<file path="src/design/oadf_pkg.sv">
`default_nettype none

package oadf_pkg;

    localparam int SAMPLE_W = 14;
    localparam int SUM_W    = 17;
    localparam int COUNT_W  = 3;
    localparam int MODE_W   = 3;
    localparam int CLASS_W  = 3;
    localparam int SPEED_W  = 7;
    localparam int COLOR_W  = 3;
    localparam int REG_IDX_W = 2;

    // drive modes
    localparam logic [MODE_W-1:0] MODE_ROTATE_LEFT  = 3'd0;
    localparam logic [MODE_W-1:0] MODE_VEER_LEFT    = 3'd1;
    localparam logic [MODE_W-1:0] MODE_FORWARD      = 3'd2;
    localparam logic [MODE_W-1:0] MODE_VEER_RIGHT   = 3'd3;
    localparam logic [MODE_W-1:0] MODE_ROTATE_RIGHT = 3'd4;

    // obstacle classes
    localparam logic [CLASS_W-1:0] CLASS_LEFT         = 3'd0;
    localparam logic [CLASS_W-1:0] CLASS_CENTER_LEFT  = 3'd1;
    localparam logic [CLASS_W-1:0] CLASS_CENTER       = 3'd2;
    localparam logic [CLASS_W-1:0] CLASS_CENTER_RIGHT = 3'd3;
    localparam logic [CLASS_W-1:0] CLASS_RIGHT        = 3'd4;
    localparam logic [CLASS_W-1:0] CLASS_NONE         = 3'd5;

    // status colors (bit0 red, bit1 green, bit2 blue)
    localparam logic [COLOR_W-1:0] COLOR_RED    = 3'h1;
    localparam logic [COLOR_W-1:0] COLOR_GREEN  = 3'h2;
    localparam logic [COLOR_W-1:0] COLOR_YELLOW = 3'h3;
    localparam logic [COLOR_W-1:0] COLOR_BLUE   = 3'h4;
    localparam logic [COLOR_W-1:0] COLOR_PURPLE = 3'h5;

    // register indexes
    localparam logic [REG_IDX_W-1:0] REG_NEAR_THRESHOLD = 2'd0;
    localparam logic [REG_IDX_W-1:0] REG_FAST_SPEED     = 2'd1;
    localparam logic [REG_IDX_W-1:0] REG_SLOW_SPEED     = 2'd2;

    localparam logic [SAMPLE_W-1:0] NEAR_THRESHOLD_RST = 14'd6000;
    localparam logic [SPEED_W-1:0]  FAST_SPEED_RST     = 7'd50;
    localparam logic [SPEED_W-1:0]  SLOW_SPEED_RST     = 7'd20;

    typedef struct packed {
        logic [SAMPLE_W-1:0] near_threshold;
        logic [SPEED_W-1:0]  fast_speed;
        logic [SPEED_W-1:0]  slow_speed;
    } cfg_t;

    typedef struct packed {
        logic right;
        logic center;
        logic left;
    } near_t;

    typedef struct packed {
        logic               left_fast;
        logic               left_forward;
        logic               right_fast;
        logic               right_forward;
        logic [COLOR_W-1:0] color;
    } drive_t;

    typedef struct packed {
        logic [MODE_W-1:0]  drive_mode;
        logic [CLASS_W-1:0] obstacle_class;
        logic [SPEED_W-1:0] left_duty;
        logic               left_forward;
        logic [SPEED_W-1:0] right_duty;
        logic               right_forward;
        logic [COLOR_W-1:0] led_color;
    } result_t;

    // center first, right before left
    function automatic logic [CLASS_W-1:0] classify(input near_t n);
        logic [CLASS_W-1:0] c;
        if (n.center)
        begin
            if (n.right)
                c = n.left ? CLASS_CENTER : CLASS_CENTER_RIGHT;
            else
                c = n.left ? CLASS_CENTER_LEFT : CLASS_CENTER;
        end
        else if (n.right)
            c = CLASS_RIGHT;
        else if (n.left)
            c = CLASS_LEFT;
        else
            c = CLASS_NONE;
        return c;
    endfunction

    // mode transition table; out-of-range modes use the forward row
    function automatic logic [MODE_W-1:0] next_mode(input logic [MODE_W-1:0] m,
                                                    input logic [CLASS_W-1:0] c);
        logic [MODE_W-1:0] r;
        if (c == CLASS_NONE)
            r = MODE_FORWARD;
        else
        begin
            unique case (m)
                MODE_ROTATE_LEFT:  r = MODE_ROTATE_LEFT;
                MODE_ROTATE_RIGHT: r = MODE_ROTATE_RIGHT;
                MODE_VEER_LEFT:
                begin
                    unique case (c)
                        CLASS_LEFT:         r = MODE_VEER_RIGHT;
                        CLASS_CENTER_LEFT:  r = MODE_ROTATE_RIGHT;
                        CLASS_CENTER:       r = MODE_ROTATE_LEFT;
                        CLASS_CENTER_RIGHT: r = MODE_ROTATE_LEFT;
                        CLASS_RIGHT:        r = MODE_VEER_LEFT;
                        default:            r = MODE_FORWARD;
                    endcase
                end
                default:
                begin
                    unique case (c)
                        CLASS_LEFT:         r = MODE_VEER_RIGHT;
                        CLASS_CENTER_LEFT:  r = MODE_ROTATE_RIGHT;
                        CLASS_CENTER:       r = MODE_ROTATE_RIGHT;
                        CLASS_CENTER_RIGHT: r = MODE_ROTATE_LEFT;
                        CLASS_RIGHT:        r = MODE_VEER_LEFT;
                        default:            r = MODE_FORWARD;
                    endcase
                end
            endcase
        end
        return r;
    endfunction

    function automatic drive_t drive_row(input logic [MODE_W-1:0] m);
        drive_t d;
        unique case (m)
            MODE_ROTATE_LEFT:  d = '{1'b0, 1'b0, 1'b0, 1'b1, COLOR_PURPLE};
            MODE_VEER_LEFT:    d = '{1'b0, 1'b1, 1'b1, 1'b1, COLOR_BLUE};
            MODE_VEER_RIGHT:   d = '{1'b1, 1'b1, 1'b0, 1'b1, COLOR_GREEN};
            MODE_ROTATE_RIGHT: d = '{1'b1, 1'b1, 1'b0, 1'b0, COLOR_YELLOW};
            default:           d = '{1'b1, 1'b1, 1'b1, 1'b1, COLOR_RED};
        endcase
        return d;
    endfunction

endpackage

`default_nettype wire

</file>
<file path="src/design/oadf_if.sv">
`default_nettype none

interface oadf_in_if;
    logic                          valid;
    logic                          ready;
    logic [oadf_pkg::SAMPLE_W-1:0] right_sample;
    logic [oadf_pkg::SAMPLE_W-1:0] center_sample;
    logic [oadf_pkg::SAMPLE_W-1:0] left_sample;

    modport source (output valid, output right_sample, output center_sample,
                    output left_sample, input ready);
    modport sink (input valid, input right_sample, input center_sample,
                  input left_sample, output ready);
endinterface

interface oadf_out_if;
    logic                         valid;
    logic                         ready;
    logic [oadf_pkg::MODE_W-1:0]  drive_mode;
    logic [oadf_pkg::CLASS_W-1:0] obstacle_class;
    logic [oadf_pkg::SPEED_W-1:0] left_duty;
    logic                         left_forward;
    logic [oadf_pkg::SPEED_W-1:0] right_duty;
    logic                         right_forward;
    logic [oadf_pkg::COLOR_W-1:0] led_color;

    modport source (output valid, output drive_mode, output obstacle_class,
                    output left_duty, output left_forward, output right_duty,
                    output right_forward, output led_color, input ready);
    modport sink (input valid, input drive_mode, input obstacle_class,
                  input left_duty, input left_forward, input right_duty,
                  input right_forward, input led_color, output ready);
endinterface

`default_nettype wire

</file>
<file path="src/design/oadf_cfg.sv">
`default_nettype none

module oadf_cfg
(
    input  wire logic                clk,
    input  wire logic                rst_n,
    input  wire logic                psel,
    input  wire logic                penable,
    input  wire logic                pwrite,
    input  wire logic [3:0]          paddr,
    input  wire logic [31:0]         pwdata,
    output logic      [31:0]         prdata,
    output logic                     pready,
    output oadf_pkg::cfg_t           cfg
);

    oadf_pkg::cfg_t                      cfg_reg;
    logic                                wr_en;
    logic [oadf_pkg::REG_IDX_W-1:0]      idx;

    assign idx    = paddr[3:2];
    assign wr_en  = psel && penable && pwrite;
    assign pready = 1'b1;
    assign cfg    = cfg_reg;

    always_ff @(posedge clk or negedge rst_n)
    begin
        if (!rst_n)
        begin
            cfg_reg.near_threshold <= oadf_pkg::NEAR_THRESHOLD_RST;
            cfg_reg.fast_speed     <= oadf_pkg::FAST_SPEED_RST;
            cfg_reg.slow_speed     <= oadf_pkg::SLOW_SPEED_RST;
        end
        else if (wr_en)
        begin
            unique case (idx)
                oadf_pkg::REG_NEAR_THRESHOLD:
                    cfg_reg.near_threshold <= pwdata[oadf_pkg::SAMPLE_W-1:0];
                oadf_pkg::REG_FAST_SPEED:
                    cfg_reg.fast_speed <= pwdata[oadf_pkg::SPEED_W-1:0];
                oadf_pkg::REG_SLOW_SPEED:
                    cfg_reg.slow_speed <= pwdata[oadf_pkg::SPEED_W-1:0];
                default: ;  // unmapped: ignored
            endcase
        end
    end

    always_comb
    begin
        unique case (idx)
            oadf_pkg::REG_NEAR_THRESHOLD:
                prdata = 32'(cfg_reg.near_threshold);
            oadf_pkg::REG_FAST_SPEED:
                prdata = 32'(cfg_reg.fast_speed);
            oadf_pkg::REG_SLOW_SPEED:
                prdata = 32'(cfg_reg.slow_speed);
            default:
                prdata = 32'd0;
        endcase
    end

endmodule

`default_nettype wire

</file>
<file path="src/design/oadf_lane.sv">
`default_nettype none

module oadf_lane
(
    input  wire logic                          clk,
    input  wire logic                          rst_n,
    input  wire logic                          accept,
    input  wire logic                          last,
    input  wire logic [oadf_pkg::SAMPLE_W-1:0] sample,
    input  wire logic [oadf_pkg::SUM_W-1:0]    thr_scaled,
    output logic                               near
);

    localparam int SumW = oadf_pkg::SUM_W;

    logic [SumW-1:0] sum_reg;
    logic [SumW-1:0] sum_next;
    logic            near_reg;

    // floor(sum/N) >= thr  <=>  sum >= thr*N
    assign sum_next = sum_reg + SumW'(sample);
    assign near     = near_reg;

    always_ff @(posedge clk or negedge rst_n)
    begin
        if (!rst_n)
            sum_reg <= '0;
        else if (accept)
            sum_reg <= last ? '0 : sum_next;
    end

    always_ff @(posedge clk)
    begin
        if (accept && last)
            near_reg <= (sum_next >= thr_scaled);
    end

endmodule

`default_nettype wire

</file>
<file path="src/design/oadf_merge.sv">
`default_nettype none

module oadf_merge
(
    input  wire logic           clk,
    input  wire logic           rst_n,
    input  wire logic           s1_valid,
    input  wire oadf_pkg::near_t near,
    input  wire oadf_pkg::cfg_t  cfg,
    output logic                take_ready,
    oadf_out_if.source          drive
);

    logic [oadf_pkg::MODE_W-1:0]  mode_reg;
    logic [oadf_pkg::MODE_W-1:0]  mode_mid;
    logic [oadf_pkg::MODE_W-1:0]  mode_next;
    logic [oadf_pkg::CLASS_W-1:0] cls;
    oadf_pkg::drive_t             row;
    oadf_pkg::result_t            res_reg;
    oadf_pkg::result_t            res_next;
    logic                         out_valid_reg;
    logic                         take;

    assign take_ready = !out_valid_reg || drive.ready;
    assign take       = s1_valid && take_ready;

    // table applied twice: the settled mode for this class
    always_comb
    begin
        cls       = oadf_pkg::classify(near);
        mode_mid  = oadf_pkg::next_mode(mode_reg, cls);
        mode_next = oadf_pkg::next_mode(mode_mid, cls);
        row       = oadf_pkg::drive_row(mode_next);

        res_next.drive_mode     = mode_next;
        res_next.obstacle_class = cls;
        res_next.left_duty      = row.left_fast ? cfg.fast_speed : cfg.slow_speed;
        res_next.left_forward   = row.left_forward;
        res_next.right_duty     = row.right_fast ? cfg.fast_speed : cfg.slow_speed;
        res_next.right_forward  = row.right_forward;
        res_next.led_color      = row.color;
    end

    always_ff @(posedge clk or negedge rst_n)
    begin
        if (!rst_n)
        begin
            mode_reg      <= oadf_pkg::MODE_FORWARD;
            out_valid_reg <= 1'b0;
        end
        else
        begin
            if (take)
            begin
                mode_reg      <= mode_next;
                out_valid_reg <= 1'b1;
            end
            else if (drive.ready)
                out_valid_reg <= 1'b0;
        end
    end

    always_ff @(posedge clk)
    begin
        if (take)
            res_reg <= res_next;
    end

    assign drive.valid          = out_valid_reg;
    assign drive.drive_mode     = res_reg.drive_mode;
    assign drive.obstacle_class = res_reg.obstacle_class;
    assign drive.left_duty      = res_reg.left_duty;
    assign drive.left_forward   = res_reg.left_forward;
    assign drive.right_duty     = res_reg.right_duty;
    assign drive.right_forward  = res_reg.right_forward;
    assign drive.led_color      = res_reg.led_color;

endmodule

`default_nettype wire

</file>
<file path="src/design/obstacle_avoid_drive_fsm_top.sv">
`default_nettype none

// Obstacle-avoiding drive controller. Each sensor transaction carries one
// right/center/left triple of 14-bit samples; every SAMPLES_PER_AVERAGE
// transactions close a group and yield one drive transaction (mode, obstacle
// class, motor speeds and directions, status color), other transactions
// yield nothing. A transaction is taken every cycle: the sensor side only
// stalls when a group-closing sample arrives while both the near-flag stage
// and the output register are full and the output is stalled. The result
// of a group reaches the drive side through two register stages, first the
// near flags in the three channel lanes, then the merge stage's output
// register, and it is held there so new samples keep flowing while it
// waits. Each lane does one 17-bit add and compare per cycle in which a
// sample is accepted: instead of dividing the sum it compares against
// near_threshold * SAMPLES_PER_AVERAGE, which gives the same
// truncated-average decision. Registers (APB, byte address 4*i):
// 0 near_threshold (reset 6000), 1 fast_speed (50), 2 slow_speed (20).
// Change them only while no group is in flight.

module obstacle_avoid_drive_fsm_top
#(
    parameter int SAMPLES_PER_AVERAGE = 3   // 1..8
)
(
    input  wire logic        clk,
    input  wire logic        rst_n,
    input  wire logic        psel,
    input  wire logic        penable,
    input  wire logic        pwrite,
    input  wire logic [3:0]  paddr,
    input  wire logic [31:0] pwdata,
    output logic      [31:0] prdata,
    output logic             pready,
    oadf_in_if.sink          sensor,
    oadf_out_if.source       drive
);

    localparam int SumW   = oadf_pkg::SUM_W;
    localparam int CountW = oadf_pkg::COUNT_W;
    localparam logic [CountW-1:0] LastCount = CountW'(SAMPLES_PER_AVERAGE - 1);

    oadf_pkg::cfg_t    cfg;
    oadf_pkg::near_t   near;
    logic [SumW-1:0]   thr_scaled;
    logic [CountW-1:0] count_reg;
    logic              s1_valid_reg;
    logic              merge_ready;
    logic              s1_free;
    logic              last;
    logic              accept;

    oadf_cfg u_cfg
    (
        .clk     (clk),
        .rst_n   (rst_n),
        .psel    (psel),
        .penable (penable),
        .pwrite  (pwrite),
        .paddr   (paddr),
        .pwdata  (pwdata),
        .prdata  (prdata),
        .pready  (pready),
        .cfg     (cfg)
    );

    // threshold scaled to the group sum (fits 17 bits for N up to 8)
    assign thr_scaled = SumW'(cfg.near_threshold) * SumW'(SAMPLES_PER_AVERAGE);

    // group bookkeeping
    assign last         = (count_reg == LastCount);
    assign s1_free      = !s1_valid_reg || merge_ready;
    assign sensor.ready = !last || s1_free;
    assign accept       = sensor.valid && sensor.ready;

    always_ff @(posedge clk or negedge rst_n)
    begin
        if (!rst_n)
        begin
            count_reg    <= '0;
            s1_valid_reg <= 1'b0;
        end
        else
        begin
            if (accept)
                count_reg <= last ? '0 : count_reg + CountW'(1);

            if (accept && last)
                s1_valid_reg <= 1'b1;
            else if (merge_ready)
                s1_valid_reg <= 1'b0;
        end
    end

    // one lane per sensor channel
    oadf_lane u_lane_right
    (
        .clk        (clk),
        .rst_n      (rst_n),
        .accept     (accept),
        .last       (last),
        .sample     (sensor.right_sample),
        .thr_scaled (thr_scaled),
        .near       (near.right)
    );

    oadf_lane u_lane_center
    (
        .clk        (clk),
        .rst_n      (rst_n),
        .accept     (accept),
        .last       (last),
        .sample     (sensor.center_sample),
        .thr_scaled (thr_scaled),
        .near       (near.center)
    );

    oadf_lane u_lane_left
    (
        .clk        (clk),
        .rst_n      (rst_n),
        .accept     (accept),
        .last       (last),
        .sample     (sensor.left_sample),
        .thr_scaled (thr_scaled),
        .near       (near.left)
    );

    // classify, settle the mode, look up the drive row, hold the result
    oadf_merge u_merge
    (
        .clk        (clk),
        .rst_n      (rst_n),
        .s1_valid   (s1_valid_reg),
        .near       (near),
        .cfg        (cfg),
        .take_ready (merge_ready),
        .drive      (drive)
    );

endmodule

`default_nettype wire

</file>
<file path="src/flat_wrapper.sv">
// flat-port wrapper written by rule: the top's interface ports become plain ports
module obstacle_avoid_drive_fsm_top_flat 
#(
    parameter int SAMPLES_PER_AVERAGE = 3          
)
  (clk, rst_n, psel, penable, pwrite, paddr, pwdata, prdata, pready, sensor_valid, sensor_right_sample, sensor_center_sample, sensor_left_sample, sensor_ready, drive_valid, drive_drive_mode, drive_obstacle_class, drive_left_duty, drive_left_forward, drive_right_duty, drive_right_forward, drive_led_color, drive_ready);
  oadf_in_if sensor_i ();
  oadf_out_if drive_i ();
  input  wire logic clk;
  input  wire logic rst_n;
  input  wire logic psel;
  input  wire logic penable;
  input  wire logic pwrite;
  input  wire logic [3:0] paddr;
  input  wire logic [31:0] pwdata;
  output logic      [31:0] prdata;
  output logic pready;
  input wire logic [$bits(sensor_i.valid)-1:0] sensor_valid;
  input wire logic [$bits(sensor_i.right_sample)-1:0] sensor_right_sample;
  input wire logic [$bits(sensor_i.center_sample)-1:0] sensor_center_sample;
  input wire logic [$bits(sensor_i.left_sample)-1:0] sensor_left_sample;
  output wire logic [$bits(sensor_i.ready)-1:0] sensor_ready;
  output wire logic [$bits(drive_i.valid)-1:0] drive_valid;
  output wire logic [$bits(drive_i.drive_mode)-1:0] drive_drive_mode;
  output wire logic [$bits(drive_i.obstacle_class)-1:0] drive_obstacle_class;
  output wire logic [$bits(drive_i.left_duty)-1:0] drive_left_duty;
  output wire logic [$bits(drive_i.left_forward)-1:0] drive_left_forward;
  output wire logic [$bits(drive_i.right_duty)-1:0] drive_right_duty;
  output wire logic [$bits(drive_i.right_forward)-1:0] drive_right_forward;
  output wire logic [$bits(drive_i.led_color)-1:0] drive_led_color;
  input wire logic [$bits(drive_i.ready)-1:0] drive_ready;
  assign sensor_i.valid = sensor_valid;
  assign sensor_i.right_sample = sensor_right_sample;
  assign sensor_i.center_sample = sensor_center_sample;
  assign sensor_i.left_sample = sensor_left_sample;
  assign sensor_ready = sensor_i.ready;
  assign drive_valid = drive_i.valid;
  assign drive_drive_mode = drive_i.drive_mode;
  assign drive_obstacle_class = drive_i.obstacle_class;
  assign drive_left_duty = drive_i.left_duty;
  assign drive_left_forward = drive_i.left_forward;
  assign drive_right_duty = drive_i.right_duty;
  assign drive_right_forward = drive_i.right_forward;
  assign drive_led_color = drive_i.led_color;
  assign drive_i.ready = drive_ready;
  obstacle_avoid_drive_fsm_top #(.SAMPLES_PER_AVERAGE(SAMPLES_PER_AVERAGE)) u_core (.clk(clk), .rst_n(rst_n), .psel(psel), .penable(penable), .pwrite(pwrite), .paddr(paddr), .pwdata(pwdata), .prdata(prdata), .pready(pready), .sensor(sensor_i), .drive(drive_i));
endmodule
</file>
<file path="config.mk">
export PLATFORM = sky130hd
export DESIGN_NAME = obstacle_avoid_drive_fsm_top_flat
export DESIGN_NICKNAME = d
export VERILOG_FILES = /design/src/design/oadf_pkg.sv /design/src/design/oadf_if.sv /design/src/design/oadf_cfg.sv /design/src/design/oadf_lane.sv /design/src/design/oadf_merge.sv /design/src/design/obstacle_avoid_drive_fsm_top.sv /design/src/flat_wrapper.sv
export SDC_FILE = /design/constraint.sdc
export NUM_CORES = 1
export LEC_CHECK = 0
export ABC_AREA = 1
export BUFFER_PORTS_ARGS = -buffer_cell sky130_fd_sc_hd__buf_2
export CORE_ASPECT_RATIO = 1.4
export CORE_MARGIN = 3
export CORE_UTILIZATION = 52
export CTS_CLUSTER_DIAMETER = 100
export DETAILED_ROUTE_END_ITERATION = 8
export PLACE_DENSITY = 0.74
export SYNTH_ARGS = -nofsm -noshare
export SYNTH_HDL_FRONTEND = slang
export SYNTH_SLANG_ARGS = --single-unit
</file>
<file path="constraint.sdc">
create_clock -name clk -period 3.91 [get_ports clk]
set_input_delay 0.782 -clock clk [delete_from_list [all_inputs] [get_ports clk]]
set_output_delay 0.782 -clock clk [all_outputs]
set_load 0.01 [all_outputs]
</file>
==> summary.md <==
| Metric | Value |
|---|---|
| Top cell type's share of synthesized area | `20.9%` |
| First-pass GRT wire length | `35.5 mm` |
| Site Rows | `55` |
| Post-Route Utilization | `61.4%` |
| Gpl congestion | `0.946` |
| Detail Route Antenna Nets | `0` |
| Post-synth EDFFs | `28` |
| Synth area leader | `dfrtp_1` |
| Width of the die | `116 um` |
| Layout net count | `1,453` |
| Initial antenna violation count | `0` |
| Critical Path Sink Type | `register` |
| Peak VDD IR | `0.000347 V` |
| Sw Ratio | `47.8%` |
| Setup violators final | `0` |
| Die area | `18,600 um^2` |
| CTS Buf Count | `17` |
| Syn avg cell area | `7.70 um^2` |
| Clock latency on the worst-skew pair | `0.42 ns` |
| Hold buffer count at CTS | `0` |
| Worst setup SP type | `register` |
| CTS sink cnt | `115` |
| Metal-1 WL | `8.96 mm` |
| Fill cells | `1,520` |
| Clock power frac | `17.2%` |
| Grt total ovfl | `0` |
| All-Layer GR Usage | `23.8%` |
| Yosys warnings | `0` |
| Pint | `4.55 mW` |
| Register clock-pin slew on the reported worst setup and hold paths | `0.06 ns` |
| Post-CTS resize count | `0` |
| Routed WL | `21.5 mm` |
| Highest clock rate | `291 MHz` |
| Vias in the first global route | `7,587` |
| Sequential share of the synthesized area | `34.3%` |
| Avg WL per Cell | `14.6 um` |
| Setup crit start | `u_core.u_cfg.cfg[20]$_DFFE_PN1P_` |
| Clock Tree Root | `clkbuf_16` |
| Worst reg2reg setup slack | `0.47 ns` |
| First-pass DRT Iterations | `5` |
| Hold Crit Class | `input port to asynchronous set/reset pin` |
| Final Hold Vio Count | `0` |
| Pwr Density | `864 nW/um^2` |
| Die Ht | `160 um` |
| Max-slew headroom | `44.9%` |
| Sequential Power Share | `22.9%` |
| IO buf count | `105` |
| DRT iter0 DRCs | `376` |
| Largest cells by area after synthesis | `dfrtp_1 21%, ha_1 14%, nand2_1 13%` |
| Met3 routed WL | `948 um` |
| Via density | `5.32` |
| CTS tree | `yes` |
| Leak pwr | `5.39 nW` |
| Synth async-reset ratio | `75.7%` |
| Skew final | `0.00724 ns` |
| FF-to-FF End | `u_core.u_lane_left.near$_DFFE_PP_` |
| Clock H-tree levels | `4` |
| Clock Tree Buf Depth | `2` |
| Comb power frac | `60.0%` |
| Distinct cells, synth | `53` |
| Status | `completed` |
| Initial core utilization | `53.8%` |
| Setup repair bufs after CTS | `0` |
| Syn Inst Count | `1,150` |
| Req. time, crit path | `4.08 ns` |
| Final min period | `3.44 ns` |
| Critical Path Fanout Max | `4` |
| Max Cap Viol | `0` |
| Commonest cells after routing, fill and taps aside | `317 x nand2_1, 153 x inv_1, 104 x buf_2` |
| Core footprint | `16,400 um^2` |
| Max FFs per register | `28` |
| Most common flop cell mapped by yosys | `dfrtp_1` |
| Dpl hpwl | `16.7 mm` |
| CP Data Arrival Time | `3.61 ns` |
| Post-route DRC | `0` |
| Vias | `7,846` |
| Setup CP Type | `register to register` |
| Worst Setup EP | `u_core.u_lane_left.near$_DFFE_PP_` |
| Routed wl met2 | `11.0 mm` |
| Top Metal Used | `met4` |
| Crit share post-route | `87.9%` |
| Switching power | `4.17 mW` |
| Yosys reg bits | `115` |
| Max Slew Vio Count | `0` |
| Tightest Pin Transition | `0.824 ns` |
| RSZ-0062 raised after global routing | `no` |
| R2R depth | `18` |
| Commonest non-fill, non-tap cell in the layout | `nand2_1` |
| R2R Path Start | `u_core.u_cfg.cfg[20]$_DFFE_PN1P_` |
| TNS Setup | `0 ns` |
| Synth-to-Final Area Change | `14.1%` |
| N_diodes | `0` |
| Largest net degree at the start of global routing | `32` |
| I/O pins | `145` |
| Mapped Area | `8850 um^2` |
| Share of layout cells above drive strength 1 | `14.2%` |
==> power by group through the flow <==
stage	sequential [mW]	clock, mW	combinational [mW]
after global routing	2.05	1.58	6.02
final	2.00	1.50	5.23
after global placement	2.00	0	5.06
after detailed placement	2.01	0	5.19
after floorplan	1.96	0	4.01
after CTS	2.00	1.52	5.24
==> layer usage <==
| layer | track usage [%] | vias to the layer above |
|---|---|---|
| met1 | 28.4 | 3622 |
| met3 | 3.84 | 39 |
| li1 | - | 3985 |
| met4 | 9.71 | 0 |
| met2 | 41.9 | 200 |
| met5 | 0 | - |
==> worst max-delay path, stage by stage (launching register included) <==
cell and delay, ns:
dfstp_2 0.57, ha_1 0.30, a21oi_1 0.19, o21ai_0 0.14, a21oi_1 0.25, xor2_1 0.49, ha_1 0.33, nand2_1 0.09
nor2_1 0.05, nor3_1 0.16, nand2_1 0.08, a21oi_1 0.14, nand2_1 0.07, nand2_1 0.07, nand2_1 0.05, nand2_1 0.05
nand2_1 0.04, nand2_1 0.05, nand2_1 0.06
==> Yosys cell counts, types with 13 or more instances <==
cell / count
a21oi_1: 68
a22o_1: 20
buf_4: 19
dfrtp_1: 74
dfstp_2: 13
edfxtp_1: 28
ha_1: 101
inv_1: 153
nand2_1: 317
nand3_1: 44
nand4_1: 19
nor2_1: 75
o21ai_0: 66
xor2_1: 37
==> cell families (layout without fill, tap and decap cells) <==
kind of cell	after synthesis	in the layout	synth area share, %
buffers and inverters	193	302	9.16
AND/OR/NAND/NOR	483	483	22.7
adder cells (fa/ha/maj)	105	105	15.2
XOR/XNOR	48	48	4.75
flip-flops	115	115	34.3
other	2	19	0.0849
AO/OA/AOI/OAI	204	204	13.9
==> how the worst min path moves through the flow <==
stage	endpoint	slack (ns)
finish	u_core.u_lane_right.sum_reg[1]$_DFFE_PN0P_	0.29
global route	u_core.u_lane_right.sum_reg[1]$_DFFE_PN0P_	0.32
CTS	u_core.u_lane_right.sum_reg[1]$_DFFE_PN0P_	0.30
detailed placement	u_core.u_lane_right.sum_reg[13]$_DFFE_PN0P_	0.47
global placement	u_core.u_lane_right.sum_reg[12]$_DFFE_PN0P_	0.47
floorplan	u_core.u_lane_right.sum_reg[12]$_DFFE_PN0P_	0.45
==> through the flow <==
step / power, mW / hold WS (ns) / instance area, um^2 / worst slack (ns) / instances
3_5_place_dp: 7.20 / 0.471 / 9530 / 0.121 / 1443
2_1_floorplan: 5.97 / 0.453 / 8910 / 0.528 / 1167
4_1_cts: 8.75 / 0.301 / 10100 / 0.499 / 1475
6_report: 8.72 / 0.290 / 10100 / 0.475 / 1475
5_1_grt: 9.65 / 0.317 / 10100 / 0.193 / 1475
3_3_place_gp: 7.06 / 0.467 / 9530 / 0.145 / 1443
==> layout make-up <==
type                            count  area [um^2]  share of cell area, %
Clock buffer                       17          425                   4.21
Timing Repair Buffer              112          581                   5.75
Sequential cell                   115         3030                   30.1
Inverter                          158          598                   5.93
Multi-Input combinational cell    859         5070                   50.2
Clock inverter                     15          135                   1.34
Tap cell                          199          249                   2.47
No activity file was read; power rests on OpenSTA's default activity.
